**src/design/crc16pid_pkg.sv**
```systemverilog
// ----------------------------------------------------------------------------
// crc16pid_pkg
// shared constants and crc helper functions for the parameter crc block
// ----------------------------------------------------------------------------
package crc16pid_pkg;

  localparam int unsigned DataWidth = 8;
  localparam int unsigned CrcWidth  = 16;

  localparam logic [CrcWidth-1:0] CrcInit = 16'hFFFF;
  localparam logic [CrcWidth-1:0] CrcPoly = 16'hA001;

  // eight reflected shift steps, unrolled into xor logic
  function automatic logic [CrcWidth-1:0] crc_shift8(input logic [CrcWidth-1:0] crc_in);
    logic [CrcWidth-1:0] c;
    c = crc_in;
    for (int k = 0; k < DataWidth; k++) begin
      if (c[0]) begin
        c = (c >> 1) ^ CrcPoly;
      end else begin
        c = c >> 1;
      end
    end
    return c;
  endfunction

  // byte sign-extended to the crc width before the xor
  function automatic logic [CrcWidth-1:0] sign_ext_byte(input logic [DataWidth-1:0] b);
    return {{(CrcWidth-DataWidth){b[DataWidth-1]}}, b};
  endfunction

endpackage

```
**src/design/crc16_params_with_id_trailer_top.sv**
```systemverilog
// ----------------------------------------------------------------------------
// crc16_params_with_id_trailer_top
// running crc-16 (reflected, poly 0xa001) over parameter bytes with id trailer
// ----------------------------------------------------------------------------
// usage
//   input channel: in_valid / in_ready carry one request of data_byte and
//   last_byte; bytes of one region in address order, last_byte on the final
//   output channel: out_valid / out_ready carry crc_value, one per region
//   config: cfg_write_en with cfg_write_data loads the trailer id; change it
//   only while no region is in flight
// latency: out_valid rises one cycle after the edge that accepts the last byte
// throughput: one byte per cycle; the crc update of a byte (and of the two
//   trailer bytes on the last one) is unrolled xor logic between the input
//   register and the accumulator / result register
// stall: a held result blocks only the next last byte in the input register;
//   plain bytes keep flowing, and the input register still takes a new
//   request whenever the held item can move on in the same cycle
// reset: accumulator back to 0xffff, trailer id to 0, both registers empty
// after every region the accumulator returns to 0xffff
// ----------------------------------------------------------------------------
module crc16_params_with_id_trailer_top (
  input  logic                               clk,
  input  logic                               rst,
  input  logic                               in_valid,
  output logic                               in_ready,
  input  logic [crc16pid_pkg::DataWidth-1:0] data_byte,
  input  logic                               last_byte,
  output logic                               out_valid,
  input  logic                               out_ready,
  output logic [crc16pid_pkg::CrcWidth-1:0]  crc_value,
  input  logic                               cfg_write_en,
  input  logic [crc16pid_pkg::CrcWidth-1:0]  cfg_write_data
);
  import crc16pid_pkg::*;

  // configuration
  logic [CrcWidth-1:0]  trailer_id;

  // input register
  logic                 stage_valid;
  logic [DataWidth-1:0] stage_data;
  logic                 stage_last;

  // running crc
  logic [CrcWidth-1:0]  crc_accum;
  logic [CrcWidth-1:0]  crc_accum_next;

  // datapath results
  logic [CrcWidth-1:0]  accum_data;
  logic [CrcWidth-1:0]  crc_final;

  logic                 stage_fire;
  logic                 in_fire;

  // a plain byte never needs the output register
  assign stage_fire = stage_valid && (!stage_last || !out_valid || out_ready);
  assign in_ready   = !stage_valid || stage_fire;
  assign in_fire    = in_valid && in_ready;

  crc16pid_fold u_fold (
    .accum      (crc_accum),
    .data       (stage_data),
    .trailer_id (trailer_id),
    .accum_data (accum_data),
    .crc_final  (crc_final)
  );

  // accumulator restarts after the last byte of a region
  always_comb begin
    crc_accum_next = crc_accum;
    if (stage_fire) begin
      crc_accum_next = stage_last ? CrcInit : accum_data;
    end
  end

  always_ff @(posedge clk) begin
    if (rst) begin
      trailer_id <= '0;
    end else if (cfg_write_en) begin
      trailer_id <= cfg_write_data;
    end
  end

  always_ff @(posedge clk) begin
    if (rst) begin
      stage_valid <= 1'b0;
      crc_accum   <= CrcInit;
    end else begin
      crc_accum <= crc_accum_next;
      if (in_fire) begin
        stage_valid <= 1'b1;
      end else if (stage_fire) begin
        stage_valid <= 1'b0;
      end
    end
  end

  // input payload, no reset needed
  always_ff @(posedge clk) begin
    if (in_fire) begin
      stage_data <= data_byte;
      stage_last <= last_byte;
    end
  end

  // result register
  always_ff @(posedge clk) begin
    if (rst) begin
      out_valid <= 1'b0;
    end else if (stage_fire && stage_last) begin
      out_valid <= 1'b1;
    end else if (out_ready) begin
      out_valid <= 1'b0;
    end
  end

  always_ff @(posedge clk) begin
    if (stage_fire && stage_last) begin
      crc_value <= crc_final;
    end
  end

endmodule

```
**src/design/crc16pid_fold.sv**
```systemverilog
// ----------------------------------------------------------------------------
// crc16pid_fold
// one data byte into the running crc, plus the project id trailer
// ----------------------------------------------------------------------------
module crc16pid_fold (
  input  logic [crc16pid_pkg::CrcWidth-1:0]  accum,
  input  logic [crc16pid_pkg::DataWidth-1:0] data,
  input  logic [crc16pid_pkg::CrcWidth-1:0]  trailer_id,
  output logic [crc16pid_pkg::CrcWidth-1:0]  accum_data,
  output logic [crc16pid_pkg::CrcWidth-1:0]  crc_final
);
  import crc16pid_pkg::*;

  logic [CrcWidth-1:0] after_low;

  assign accum_data = crc_shift8(accum ^ {{(CrcWidth-DataWidth){1'b0}}, data});
  assign after_low  = crc_shift8(accum_data ^ sign_ext_byte(trailer_id[DataWidth-1:0]));
  assign crc_final  = crc_shift8(after_low ^ sign_ext_byte(trailer_id[CrcWidth-1:DataWidth]));

endmodule

```
**config.mk**
```make
export PLATFORM = sky130hd
export DESIGN_NAME = crc16_params_with_id_trailer_top
export DESIGN_NICKNAME = d
export VERILOG_FILES = /design/src/design/crc16pid_pkg.sv /design/src/design/crc16_params_with_id_trailer_top.sv /design/src/design/crc16pid_fold.sv
export SDC_FILE = /design/constraint.sdc
export NUM_CORES = 1
export LEC_CHECK = 0
export BUFFER_PORTS_ARGS = -buffer_cell sky130_fd_sc_hd__buf_4
export CELL_PAD_IN_SITES_DETAIL_PLACEMENT = 0
export CELL_PAD_IN_SITES_GLOBAL_PLACEMENT = 2
export CORE_ASPECT_RATIO = 1.2
export CORE_MARGIN = 8
export CORE_UTILIZATION = 37
export CTS_CLUSTER_DIAMETER = 50
export CTS_CLUSTER_SIZE = 25
export DETAILED_ROUTE_END_ITERATION = 8
export PLACE_DENSITY = 0.85
export SYNTH_ARGS = -nofsm -noshare
export SYNTH_HDL_FRONTEND = slang
export SYNTH_SLANG_ARGS = --single-unit
```
**constraint.sdc**
```tcl
create_clock -name clk -period 3 [get_ports clk]
set_input_delay 0.6 -clock clk [delete_from_list [all_inputs] [get_ports clk]]
set_output_delay 0.6 -clock clk [all_outputs]
set_load 0.02 [all_outputs]
```
Word-level counts from Yosys, hierarchy flattened
Index checks and enable logic that the tools add are counted.

word-level totals
  output and inout port bits = 18
  RAM bits = 0
  latch bits = 0
  bits in read-only memories = 0
  bits in registers = 59
  memories = 0
  input bits = 30

cells by class
  $lt $le $gt $ge = 0
  multiplexer cells = 29
  div/mod/pow operators = 0
  bitwise gates (word level) = 27
  $add $sub $neg = 0
  multiply operators = 0
  equality and inequality tests = 0
  reductions and logical operators = 11
  shift-type cells = 0

operators with widths
  kind                          count
  two-way mux 16 bit            24
  inverter 2 -> 3 bit           24
  bitwise XOR 16 bit            2
  bitwise XOR 16 x 8 -> 16 bit  1
  two-way mux 14 bit            1
  two-way mux 1 bit             4
  nonzero test 2 bit            2
  logical AND 1 bit             3
  zero test 1 bit               3
  logical OR 1 bit              3

Longest topological paths before layout
  depth in word-level cells = 51
  depth in mapped cells = 7
  depth with buffers taken out = 6

Hierarchy
A second synthesis with hierarchy kept.

second synthesis, totals
  cell total of the unflattened synthesis = 213
  area, all modules = 2900.3 sq um

by module, submodules not included
  module                            seq. area each (sq um)  times used  cells each  area an instance (sq um)
  crc16_params_with_id_trailer_top  1431.4                  1           127         1955.6
  crc16pid_fold                     0.0                     1           86          944.7

Least setup slack after synthesis
OpenSTA, ideal clock, no wires.

  path kind = register to register
  start = reg stage_data[2]
  end = reg crc_value[0] (netlist bit) (data pin)
  arrival = 2.082 ns
  setup slack = 0.655 ns
  cell stages (with the launch flop) = 7
  setup time = 0.263 ns
  period minus slack after synthesis = 2.345 ns
  buffers on the path = 0
  cell sequence = edfxtp_1 > xnor2_4 > xnor3_1 > xnor3_2 > xnor3_1 > xnor2_2 > xnor2_1

between the ends
  cells in the longest elaborated chain, start to end = 30
  elaborated cells between the ends (all ways) = 44
  classes of those cells = mux: 24; bitwise: 20

ends and longest elaborated chain
  item                                                                        RTL line                                 RTL
  start, declared                                                             crc16_params_with_id_trailer_top.sv:41   logic [DataWidth-1:0] stage_data;
  start signal, assigned                                                      crc16_params_with_id_trailer_top.sv:101  stage_data <= data_byte;
  bitwise XOR 16 x 8 -> 16 bit *                                              crc16pid_fold.sv:16                      assign accum_data = crc_shift8(accum ^ {{(CrcWidth-DataWidth){1'b0}}, data});
  two-way mux 16 bit *                                                        crc16pid_pkg.sv:18                       if (c[0]) begin
  inverter 2 -> 3 bit (no line)                                               n/a
  two-way mux 16 bit * (7 in a row)                                           crc16pid_pkg.sv:18
  bitwise XOR 16 bit *                                                        crc16pid_fold.sv:17                      assign after_low = crc_shift8(accum_data ^ sign_ext_byte(trailer_id[DataWidth-1:0]));
  two-way mux 16 bit * (2 in a row)                                           crc16pid_pkg.sv:18
  inverter 2 -> 3 bit (no line) / two-way mux 16 bit (equally long branches)  n/a
  two-way mux 16 bit * (6 in a row)                                           crc16pid_pkg.sv:18
  bitwise XOR 16 bit *                                                        crc16pid_fold.sv:18                      assign crc_final = crc_shift8(after_low ^ sign_ext_byte(trailer_id[CrcWidth-1:DataWidth]));
  two-way mux 16 bit * (7 in a row)                                           crc16pid_pkg.sv:18
  inverter 2 -> 3 bit (no line) / two-way mux 16 bit (equally long branches)  n/a
  two-way mux 14 bit *                                                        crc16pid_pkg.sv:18
  net crc_final[0]                                                            crc16_params_with_id_trailer_top.sv:50   logic [CrcWidth-1:0] crc_final;
  end signal, assigned                                                        crc16_params_with_id_trailer_top.sv:119  crc_value <= crc_final;
  end, declared                                                               crc16_params_with_id_trailer_top.sv:30   output logic [crc16pid_pkg::CrcWidth-1:0] crc_value,

Mark *: on every way through the listed nets, which the timed path passes. The rest lies on a longest branch.
A chain may end at the register's enable or synchronous reset.

Worst setup path in the final report
Ends and elaborated chain as after synthesis.

==> run_results.csv <==
group,metric,value,unit
outcome,status,"finished clean",
final_layout,fin_nets,313,
critical_path,r2r-start,"stage_data[2]",
hold_path,hold_start,"data_byte[2]",
clock_network,cts_sinks,59,
flow_run,drv_cap,0,
yosys,yosysWarnings,0,
critical_path,path_max_fanout,5,
critical_path,path_cells,"xnor2_4 > xnor3_1 > xnor3_2 > xnor3_1 > xnor2_2 > xnor2_1",
yosys,syn_area_per_cell,11.9,sq um
clock_network,path_clk_slew,0.06,ns
routing,ant_nets,0,
clock_network,clk_latency,0.34,ns
grt,gr-usage-all-layers,10.9,%
floorplanning,rows,34,
yosys,synthAdderAreaFrac,0,%
clock_network,ctsRootBufferMaster,"clkbuf_8",
yosys,synth.net_count,261,
placed_design,io_buffers,47,
yosys,synth_top_family_by_area,"XOR/XNOR gates",
clock_network,cts_buffer_depth,2,
timing,skew,0.00739,ns
grt,grt_max_degree,27,
final_layout,diodes,0,
yosys,synth_compound_area_share,3.31,%
routing,drcViolationCount,0,
grt,antenna_found_initial,0,
timing,tightest_slew,0.831,ns
yosys,synthXorXnorAreaFrac,29.8,%
routing,routed_wl,5.35,mm
timing,fmax,0.398,GHz
yosys,netlist_instances,231,
power,p_leak,1.43,nW
critical_path,crit_arrival,2.59,ns
hold_path,min_path_cells,1,
yosys,ys_ff_latch,59,
floorplanning,die_area,0.0105,sq mm
floorplanning,coreArea,0.00723,sq mm
critical_path,cpMostUsedCell,"xnor3_1",
final_layout,syn_to_final_growth,22.8,%
routing,dr.first_iter.drc_count,61,
routing,wl_per_cell,14.1,um
grt,grt_overflow_total,0,
final_layout,drive_above_1_share,25.0,%
hold_path,hp-class,"in -> reg",
critical_path,r2r_cells,6,
floorplanning,ios,48,
critical_path,start_kind,"flip-flop",
timing,timing.final.ws_setup,0.489,ns
critical_path,cp_slowest_stage_delay,0.45,ns
grt,grt_pass1_vias,1722,
clock_network,holdBufCountCts,0,
timing,hold_viol,0,
clock_network,cts.repair.resized,0,
yosys,synth_area,0.00276,sq mm
placed_design,hpwl,4.02,mm
timing,finalCritPeriodShare,83.7,%
critical_path,critical_path.slowest_cell,"edfxtp_1",
clock_network,cts-buffers-inserted,9,
clock_network,htreeDepth,3,
yosys,ys_seq_area_share,51.9,%
routing,viasPerCell,4.49,
placed_design,place_worst_setup_slack,0.490,ns
power,finalPower,2.64,mW
power,ir_drop,0.430,mV
timing,timing.final.crit_period,2.51,ns
clock_network,post_cts.repair.setup_buffers,0,
timing,holdWs,0.432,ns
placed_design,gp_congestion,0.766,
floorplanning,fp.dieW,94.8,um
timing,slew_violations,0,
critical_path,startpoint,"stage_data[2]",
yosys,synthSimpleGateAreaFrac,7.67,%
critical_path,path_class,"reg -> reg",
critical_path,crit_path_end_kind,"flip-flop",
timing,fin_setup_tns,0,ns
power,p_per_area,778,mW/mm^2
yosys,yosysUniqueCellTypes,21,
critical_path,required,3.08,ns
routing,first_pass_iters,4,
clock_network,cts_tree,"built",
yosys,muxShareOfSynthArea,5.81,%
timing,rsz0062_at_grt,"no",
timing,final-setup-viol-count,0,
final_layout,nFillCells,701,
timing,relSlewSlack,44.5,%
grt,grt_pass1_wl,8.63,mm
routing,vias,1696,
floorplanning,start_util,38.1,%
floorplanning,die_h,111,um
report_power, final:
part / internal (mW) / total, mW / switching (mW)
clock: 0.339 / 0.631 / 0.291
combinational: 0.513 / 0.963 / 0.449
sequential: 0.998 / 1.04 / 0.0452
total: 1.85 / 2.64 / 0.786
critical path: cells and delay by family, from the launching register on:
kind,cells,cell delay (ns)
XOR/XNOR,6,1.80
flip-flops,1,0.45
sequential cells by signal (all words and copies together), names as in the netlist:
| name | flops |
|---|---|
| crc_accum | 16 |
| trailer_id | 16 |
| stage_valid | 1 |
| stage_data | 8 |
| crc_value | 16 |
| stage_last | 1 |
| out_valid | 1 |
final timing paths:
path              slack, ns       endpoint
setup / recovery       0.49   crc_value[0]
hold / removal         0.43  stage_data[2]
setup reg to reg       0.49   crc_value[0]
hold reg to reg        0.49   crc_accum[7]
cell families after synthesis:
logic type,after synthesis
simple gates,52
buf+inv,11
compound gates,13
mux,16
xor+xnor,80
flops,59
routing by layer:
layer	global-route usage [%]	routed length, um
met1	12.3	2300
met2	17.1	2630
met3	4.40	326
met4	5.95	88
met5	0	0
stage by stage:
| step | instances | util (%) | cell area, sq um |
|---|---|---|---|
| floorplan | 231 | - | 2760 |
| detailed placement | 362 | 44.4 | 3210 |
| global placement | 362 | 44.4 | 3210 |
| finish | 378 | 46.8 | 3390 |
| CTS | 378 | 46.8 | 3390 |
| global route | 378 | 46.8 | 3390 |
placed cells by master, fill, tap and decap left out, drive strengths merged:
master  Yosys  routed
nor2b       1       1
o211ai     10      10
and2        1       1
buf         1      51
nand2      24      24
nor2       18      18
nand3       7       7
a31oi       1       1
xor2       19      19
edfxtp     25      25
a21oi       2       2
xnor3       4       4
xnor2      57      57
clkbuf      9      13
inv         1       1
clkinv      0       3
dfxtp      34      34
and3        1       1
mux2i      16      16
final cells by class:
cell class | instances | area, sq um | share of cell area [%]
inverters | 1 | 3.75 | 0.111
flip-flops and latches | 59 | 1430 | 42.3
multi-input cells | 161 | 1280 | 37.9
clock buffers | 13 | 159 | 4.69
repair buffers | 51 | 383 | 11.3
well taps | 90 | 113 | 3.32
clock inverters | 3 | 13.8 | 0.406
Yosys cell counts:
cell type,number,area [sq um]
xnor2_1,50,438
dfxtp_1,34,681
edfxtp_1,25,751
nand2_1,24,90.1
xor2_1,19,166
nor2_1,18,67.6
mux2i_1,16,160
o211ai_1,10,75.1
clkbuf_1,9,33.8
nand3_1,7,35.0
xnor2_2,6,97.6
xnor3_1,3,67.6
a21oi_1,2,10.0
a31oi_1,1,6.26
and2_1,1,6.26
and3_1,1,6.26
buf_2,1,5.00
inv_1,1,3.75
nor2b_1,1,6.26
xnor2_4,1,27.5
xnor3_2,1,23.8
Power figures use the tool's default switching activity.
